--- src/rtl/sal_pkg.sv ---
// sal_pkg: shared types and constants of the shifting array list.
// Holds command codes, status codes, beat payload structs and cell control.
// No dependencies.
package sal_pkg;

  localparam int DEPTH      = 16;
  localparam int DATA_WIDTH = 32;
  localparam int CNT_W      = $clog2(DEPTH + 1);
  localparam int CMD_W      = 3;
  localparam int POS_W      = 4;
  localparam int VAL_W      = 32;
  localparam int CAP_W      = 5;

  localparam logic [CMD_W-1:0] CMD_APPEND  = 3'd0;
  localparam logic [CMD_W-1:0] CMD_INSERT  = 3'd1;
  localparam logic [CMD_W-1:0] CMD_REMOVE  = 3'd2;
  localparam logic [CMD_W-1:0] CMD_REPLACE = 3'd3;
  localparam logic [CMD_W-1:0] CMD_COMPARE = 3'd4;
  localparam logic [CMD_W-1:0] CMD_CLEAR   = 3'd5;

  localparam logic [1:0] ST_OK    = 2'd0;
  localparam logic [1:0] ST_FULL  = 2'd1;
  localparam logic [1:0] ST_OOB   = 2'd2;
  localparam logic [1:0] ST_EMPTY = 2'd3;

  typedef struct packed {
    logic [CMD_W-1:0] command;
    logic [POS_W-1:0] position;
    logic [VAL_W-1:0] value;
  } in_item_t;

  typedef struct packed {
    logic [1:0]       status;
    logic             match;
    logic [CNT_W-1:0] count;
    logic             is_empty;
    logic             is_full;
  } out_item_t;

  typedef enum logic [1:0] {
    CELL_HOLD,
    CELL_INSERT,
    CELL_REMOVE,
    CELL_WRITE
  } cell_op_t;

  // Broadcast to every cell in the row each cycle.
  typedef struct packed {
    cell_op_t              op;
    logic [CNT_W-1:0]      pos;
    logic [CNT_W-1:0]      count;
    logic [DATA_WIDTH-1:0] wdata;
  } cell_ctrl_t;

endpackage

--- src/rtl/shifting_array_list.sv ---
// shifting_array_list: top level of the ordered word list built as a row of
// sal_cell slots with a central command decoder and result register.
// Depends on sal_pkg and sal_cell.
//
//  channel | ports                          | handshake
//  --------+--------------------------------+-------------------------------
//  input   | start, busy, in_item           | beat taken when start & !busy
//  result  | out_strobe, out_item           | one-cycle strobe, no backpressure
//  config  | cfg_wr_en, cfg_wr_data         | write when cfg_wr_en is high
//
// The result beat appears on the cycle after the input beat is taken, and
// busy stays low, so a new command may follow every cycle. All cells shift
// from their neighbors, load or hold in parallel. Synchronous reset empties
// the list (count goes to zero; cell contents are left as they are) and sets
// the capacity limit to DEPTH. The receiver cannot stall results.
module shifting_array_list (
  input  logic                     clk,
  input  logic                     rst_n,
  input  logic                     start,
  output logic                     busy,
  input  sal_pkg::in_item_t        in_item,
  output logic                     out_strobe,
  output sal_pkg::out_item_t       out_item,
  input  logic                     cfg_wr_en,
  input  logic [sal_pkg::CAP_W-1:0] cfg_wr_data
);

  localparam int CNT_W = sal_pkg::CNT_W;
  localparam int DW    = sal_pkg::DATA_WIDTH;
  localparam int DEPTH = sal_pkg::DEPTH;

  logic [CNT_W-1:0]        count_r;
  logic [CNT_W-1:0]        count_nxt;
  logic [sal_pkg::CAP_W-1:0] cap_r;
  logic                    out_strobe_r;
  sal_pkg::out_item_t      out_item_r;
  sal_pkg::out_item_t      out_item_nxt;

  logic                    accept;
  logic [CNT_W-1:0]        cap_eff;
  logic [CNT_W-1:0]        pos_ext;
  logic                    full_now;
  logic                    pos_oob;
  logic                    hit_any;
  sal_pkg::cell_ctrl_t     ctrl;

  logic [DW-1:0]           cell_data [DEPTH];
  logic [DW-1:0]           left_in   [DEPTH];
  logic [DW-1:0]           right_in  [DEPTH];
  logic [DEPTH-1:0]        cell_hit;

  // The list never makes the issuer wait.
  assign busy   = 1'b0;
  assign accept = start && !busy;

  // Clamp the capacity: zero acts as one, anything above DEPTH acts as DEPTH.
  always_comb begin
    if (cap_r == '0) begin
      cap_eff = CNT_W'(1);
    end else if ({{(32-sal_pkg::CAP_W){1'b0}}, cap_r} > 32'(DEPTH)) begin
      cap_eff = CNT_W'(DEPTH);
    end else begin
      cap_eff = CNT_W'(cap_r);
    end
  end

  assign pos_ext  = CNT_W'(in_item.position);
  assign full_now = count_r >= cap_eff;
  assign pos_oob  = pos_ext >= count_r;
  assign hit_any  = |cell_hit;

  // Decode the command: pick the status, the new count and the cell action.
  always_comb begin
    count_nxt  = count_r;
    ctrl.op    = sal_pkg::CELL_HOLD;
    ctrl.pos   = pos_ext;
    ctrl.count = count_r;
    ctrl.wdata = DW'(in_item.value);
    out_item_nxt.status = sal_pkg::ST_OK;
    out_item_nxt.match  = 1'b0;
    if (accept) begin
      case (in_item.command)
        sal_pkg::CMD_APPEND: begin
          if (full_now) begin
            out_item_nxt.status = sal_pkg::ST_FULL;
          end else begin
            ctrl.op   = sal_pkg::CELL_WRITE;
            ctrl.pos  = count_r;
            count_nxt = count_r + CNT_W'(1);
          end
        end
        sal_pkg::CMD_INSERT: begin
          if (full_now) begin
            out_item_nxt.status = sal_pkg::ST_FULL;
          end else if (pos_ext > count_r) begin
            out_item_nxt.status = sal_pkg::ST_OOB;
          end else begin
            ctrl.op   = sal_pkg::CELL_INSERT;
            count_nxt = count_r + CNT_W'(1);
          end
        end
        sal_pkg::CMD_REMOVE: begin
          if (count_r == '0) begin
            out_item_nxt.status = sal_pkg::ST_EMPTY;
          end else if (pos_oob) begin
            out_item_nxt.status = sal_pkg::ST_OOB;
          end else begin
            ctrl.op   = sal_pkg::CELL_REMOVE;
            count_nxt = count_r - CNT_W'(1);
          end
        end
        sal_pkg::CMD_REPLACE: begin
          if (pos_oob) begin
            out_item_nxt.status = sal_pkg::ST_OOB;
          end else begin
            ctrl.op = sal_pkg::CELL_WRITE;
          end
        end
        sal_pkg::CMD_COMPARE: begin
          // an empty list makes every position out of bounds
          if (pos_oob) begin
            out_item_nxt.status = sal_pkg::ST_OOB;
          end else begin
            out_item_nxt.match = hit_any;
          end
        end
        sal_pkg::CMD_CLEAR: begin
          count_nxt = '0;
        end
        default: begin
          // unused codes: drop, report ok
          count_nxt = count_r;
        end
      endcase
    end
    out_item_nxt.count    = count_nxt;
    out_item_nxt.is_empty = (count_nxt == '0);
    out_item_nxt.is_full  = (count_nxt >= cap_eff);
  end

  // Neighbor wiring: ends of the row feed back harmless values.
  always_comb begin
    for (int i = 0; i < DEPTH; i++) begin
      left_in[i]  = (i == 0)         ? ctrl.wdata    : cell_data[(i == 0) ? 0 : i - 1];
      right_in[i] = (i == DEPTH - 1) ? cell_data[i]  : cell_data[(i == DEPTH - 1) ? i : i + 1];
    end
  end

  for (genvar g = 0; g < DEPTH; g++) begin : g_cell
    sal_cell u_cell (
      .clk        (clk),
      .cell_idx   (CNT_W'(g)),
      .ctrl       (ctrl),
      .left_data  (left_in[g]),
      .right_data (right_in[g]),
      .data       (cell_data[g]),
      .hit        (cell_hit[g])
    );
  end

  // Control state: count, capacity and result strobe.
  always_ff @(posedge clk) begin
    if (!rst_n) begin
      count_r      <= '0;
      cap_r        <= sal_pkg::CAP_W'(DEPTH);
      out_strobe_r <= 1'b0;
    end else begin
      count_r      <= count_nxt;
      out_strobe_r <= accept;
      if (cfg_wr_en) begin
        cap_r <= cfg_wr_data;
      end
    end
  end

  // Result payload: hold until the next command overwrites it.
  always_ff @(posedge clk) begin
    if (accept) begin
      out_item_r <= out_item_nxt;
    end
  end

  assign out_strobe = out_strobe_r;
  assign out_item   = out_item_r;

endmodule

--- src/rtl/sal_cell.sv ---
// sal_cell: one storage slot of the list; takes a word from either neighbor
// on a shift, loads the command word on a write, and flags a compare hit.
// Depends on sal_pkg.
module sal_cell (
  input  logic                            clk,
  input  logic [sal_pkg::CNT_W-1:0]       cell_idx,
  input  sal_pkg::cell_ctrl_t             ctrl,
  input  logic [sal_pkg::DATA_WIDTH-1:0]  left_data,
  input  logic [sal_pkg::DATA_WIDTH-1:0]  right_data,
  output logic [sal_pkg::DATA_WIDTH-1:0]  data,
  output logic                            hit
);

  logic [sal_pkg::DATA_WIDTH-1:0] data_r;
  logic [sal_pkg::DATA_WIDTH-1:0] data_nxt;
  logic [sal_pkg::CNT_W-1:0]      idx_inc;

  assign idx_inc = cell_idx + sal_pkg::CNT_W'(1);

  always_comb begin
    data_nxt = data_r;
    case (ctrl.op)
      sal_pkg::CELL_INSERT: begin
        // open a gap at pos: cells above it take from below
        if (cell_idx == ctrl.pos) begin
          data_nxt = ctrl.wdata;
        end else if (cell_idx > ctrl.pos && cell_idx <= ctrl.count) begin
          data_nxt = left_data;
        end
      end
      sal_pkg::CELL_REMOVE: begin
        // close the gap: cells from pos up take from above
        if (cell_idx >= ctrl.pos && idx_inc < ctrl.count) begin
          data_nxt = right_data;
        end
      end
      sal_pkg::CELL_WRITE: begin
        if (cell_idx == ctrl.pos) begin
          data_nxt = ctrl.wdata;
        end
      end
      default: begin
        data_nxt = data_r;
      end
    endcase
  end

  always_ff @(posedge clk) begin
    data_r <= data_nxt;
  end

  assign data = data_r;
  assign hit  = (cell_idx == ctrl.pos) && (data_r == ctrl.wdata);

endmodule
--- config.mk ---
export PLATFORM = sky130hd
export DESIGN_NAME = shifting_array_list
export DESIGN_NICKNAME = d
export VERILOG_FILES = /design/src/rtl/sal_pkg.sv /design/src/rtl/shifting_array_list.sv /design/src/rtl/sal_cell.sv
export SDC_FILE = /design/constraint.sdc
export NUM_CORES = 2
export LEC_CHECK = 0
export BUFFER_PORTS_ARGS = -buffer_cell sky130_fd_sc_hd__buf_2
export CORE_ASPECT_RATIO = 0.75
export CORE_MARGIN = 4
export CORE_UTILIZATION = 40
export DETAILED_ROUTE_END_ITERATION = 8
export SLEW_MARGIN = 20
export SYNTH_ARGS = -nofsm -noshare
export SYNTH_HDL_FRONTEND = slang
export SYNTH_SLANG_ARGS = --single-unit
--- constraint.sdc ---
create_clock -name clk -period 9.5 [get_ports clk]
set_input_delay 0.475 -clock clk [delete_from_list [all_inputs] [get_ports clk]]
set_output_delay 0.475 -clock clk [all_outputs]
set_load 0.02 [all_outputs]
==> summary.md <==
| Metric | Value |
|---|---|
| Run status | finished clean |
| Most used flip-flop cell after synthesis | edfxtp_1 |
| Worst VDD drop | between 0.0001 and 0.00015 V |
| Site Rows | ~90 |
| Clock Tree Root | clkbuf_16 |
| Static Leak | roughly 11 nW |
| Clk_skew | slightly above 0.05 ns |
| Synthesis-to-finish area growth | 8.61% |
| Post-synthesis instance total | 3173 |
| Post-Synth XOR/XNOR Area | approximately 14% |
| H-tree levels | 2 |
| Setup Crit Path Kind | flip-flop to flip-flop |
| Hold_buf cts | 0 |
| Buf/Inv on CP | 3 |
| Starting Density | 40.6% |
| Worst path depth | 11 |
| Clock Path Buffers | 3 |
| Setup bufs post-CTS | 0 |
| Worst-Skew Late Latency | ~0.67 ns |
| Mean Syn Cell Area | 9.91 um^2 |
| Crit path cell chain | clkinv_1 -> ha_1 -> o2111ai_2 -> o21ai_2 -> a2bb2oi_4 -> nor2_4 -> nand2_8 -> buf_12 -> buf_4 -> o22ai_1 -> a21oi_1 |
| Area contributors post-synth | edfxtp_1, xnor2_1, o22ai_1 |
| Most frequent cells in the layout | nor2_1, edfxtp_1, o22ai_1 |
| Clock sink total | between 500 and 600 |
| Gr ovfl total | 0 |
| Yosys top cell by area | edfxtp_1 |
| Number of flops mapped to enable cells by yosys | 522 |
| DP HPWL | ~85000 um |
| Clk slew on worst S/H paths | about 0.06 ns |
| Syn. warnings | 0 |
| Fin util | 44.1% |
| First-pass GRT wire length | roughly 180000 um |
| # DRC | 0 |
| Slew margin rel. | around a quarter |
| Via count | approximately 26000 |
| Final Hold Fails | 0 |
| Arrival @ worst endpoint | ~6.1 ns |
| Chip Width | ~330 um |
| Asr flop ratio synth | 0% |
| Core area | around 77000 um^2 |
| Die Y | approximately 250 um |
| CTS tree | yes |
| Synth Area in Compound Gates | 16.5% |
| Synth cell types | 77 |
| CP Launch Type | flip-flop |
| Mux contribution to synthesized area | 0.502% |
| Slew Limit Fails | 0 |
| Count of state elements after synthesis | around 530 |
| Commonest non-fill, non-tap cell in the layout | nor2_1 |
| Post-Layout Cell Count | between 4000 and 5000 |
| WL per Instance | about 29 um |
| Placed cell area | about 32000 um^2 |
| Synth Cell Area | between 30000 and 40000 um^2 |
| Crit share post-route | approximately three fifths |
| NetSw | about 1.6 mW |
| Post-route ant nets | 0 |
| Fraction of layout cells with a size suffix above 1 | 7.68% |
| Vias per inst | roughly 6.4 |
| I/O pin total | 60 |
| Max stage delay cell, worst path | buf_4 |
| Largest family of logic cells by synthesized area | compound AO/OA/AOI/OAI gates |
| RePlAce Congestion | 0.940 |
| Final min period | 5.60 ns |
| Max cap viols | 0 |
| Detailed router's first-iteration violation count | 4703 |
| Hold-critical path depth | 3 |
| Final WL | roughly 120000 um |
| # port buffers | slightly below 60 |
| Die ar. | 83200 um^2 |
| CP peak stage delay | approximately 1.0 ns |
| Total track usage | around 28% |
| Synth Area in Simple Gates | ~13% |
| Family with the most delay on the worst path | buffers and inverters |
| Worst hold slack | 0.107 ns |
| Crit path max fanout | ~230 |
| Setup violators final | 0 |
| Comb power frac | a little over an eighth |
| Fin area | 34100 um^2 |
| Sw Ratio | 28.2% |
| Largest net degree at the start of global routing | about 230 |
| Placed Cells incl. Taps | ~4000 |
| Sequential area share after synthesis | 50.6% |
| Drt pass-1 iters | 6 |
| Post-CTS resize count | 0 |
| RSZ-0062 raised after global routing | no |
| Peak Freq | around 180 MHz |
| PwrDens | roughly 160 nW/um^2 |
| Reg2Reg Depth | 11 |
| Final net count | approximately 3100 |
| Internal power | 4.04 mW |
| Post-Synth Adder-Cell Area | 0.748% |
| Vias in the first global route | roughly 25000 |
| Worst-margin pin slew | about 1.1 ns |
| Clock network power share | around 39% |
| Initial antenna violation count | 9 |
| Crit end category | flip-flop |
| Setup tns final | 0 ns |
| Hold Crit Class | primary input to flip-flop |
| WP data required | 10.01 ns |
| Syn_nets | 3239 |
| TritonCTS buffer count | between 50 and 60 |
| Sequential share of power | between 40% and 50% |
| Post-synth top area share | 49.9% |
| Fill cells | roughly 7400 |
==> cell type report <==
class                   instances  area [um^2]  area share [%]
flip-flops and latches        533        15900            46.6
multi-input cells            2329        14400            42.1
clock buffers                  73         1460            4.29
well taps                    1035         1290            3.79
repair buffers                107          711            2.08
clock inverters                27          240           0.704
inverters                      45          169           0.495
diodes                          3         7.51          0.0220
==> metal layers <==
layer  vias to the layer above  track usage [%]  part of all wire [%]
li1                      11400                -                     -
met5                         -             3.36                  0.36
met2                      1901             38.2                    40
met3                       154             13.2                    17
met1                     12900             41.0                    41
met4                        14             3.95                   1.3
==> metrics by stage <==
stage / setup slack (ns) / total power, mW
global placement: 4.15 / 3.47
floorplan: 1.49 / 3.22
CTS: 4.13 / 5.59
finish: 3.90 / 5.63
detailed placement: 4.11 / 3.47
global route: 3.70 / 5.77
==> worst register-to-register path, cell delays in order, from the launching register on <==
cell,delay [ns]
dfxtp_1,0.72
clkinv_1,0.39
ha_1,0.45
o2111ai_2,0.21
o21ai_2,0.20
a2bb2oi_4,0.25
nor2_4,0.17
nand2_8,0.64
buf_12,0.90
buf_4,1.16
o22ai_1,0.22
a21oi_1,0.17
==> power by group through the flow <==
stage	sequential (mW)	clock (mW)	combinational (mW)
after global placement	2.76	0	0.710
after floorplan	2.74	0	0.478
final	2.71	2.16	0.754
after detailed placement	2.76	0	0.716
after global routing	2.71	2.27	0.789
after CTS	2.71	2.16	0.719
==> cell families (layout without fill, tap and decap cells) <==
group / Yosys count / count (layout)
XOR/XNOR: 512 / 512
buffers and inverters: 311 / 252
other: 1 / 4
AO/OA/AOI/OAI: 860 / 860
adder cells (fa/ha/maj): 19 / 19
multiplexers: 15 / 15
AND/OR/NAND/NOR: 922 / 922
flip-flops: 533 / 533
==> state kept, by name (all words and copies together), names as in the netlist <==
| signal | flops |
|---|---|
| g_cell.u_cell.data | 512 |
| out_item | 10 |
| cap_r | 5 |
| count_r | 5 |
| out_strobe | 1 |
==> synth_stat cells (all sizes together), types with 4 or more instances <==
cell / count
dfxtp: 11
nor2b: 7
o211ai: 4
nor4: 54
clkbuf: 78
a21oi: 231
nand4: 120
o22ai: 456
xor2: 64
nand3: 10
edfxtp: 522
buf: 188
a31oi: 6
and2: 9
a21o: 6
nor3: 14
nand2b: 6
o21ai: 99
xnor2: 448
ha: 18
nand2: 135
mux2i: 12
nor2: 559
inv: 44
o31ai: 7
a211oi: 13
o21a: 9
==> path summary, 6_finish.rpt <==
path	endpoint	slack (ns)	startpoint
worst min register to register	cap_r[0]$_SDFFE_PN0P_	0.53	cap_r[0]$_SDFFE_PN0P_
worst max-delay path	g_cell[5].u_cell.data[6]$_DFFE_PP_	3.90	count_r[3]$_SDFF_PN0_
worst max register to register	g_cell[5].u_cell.data[6]$_DFFE_PP_	3.90	count_r[3]$_SDFF_PN0_
worst min-delay path	cap_r[4]$_SDFFE_PN1P_	0.11	cfg_wr_data[4]
No activity file was read; power rests on OpenSTA's default activity.
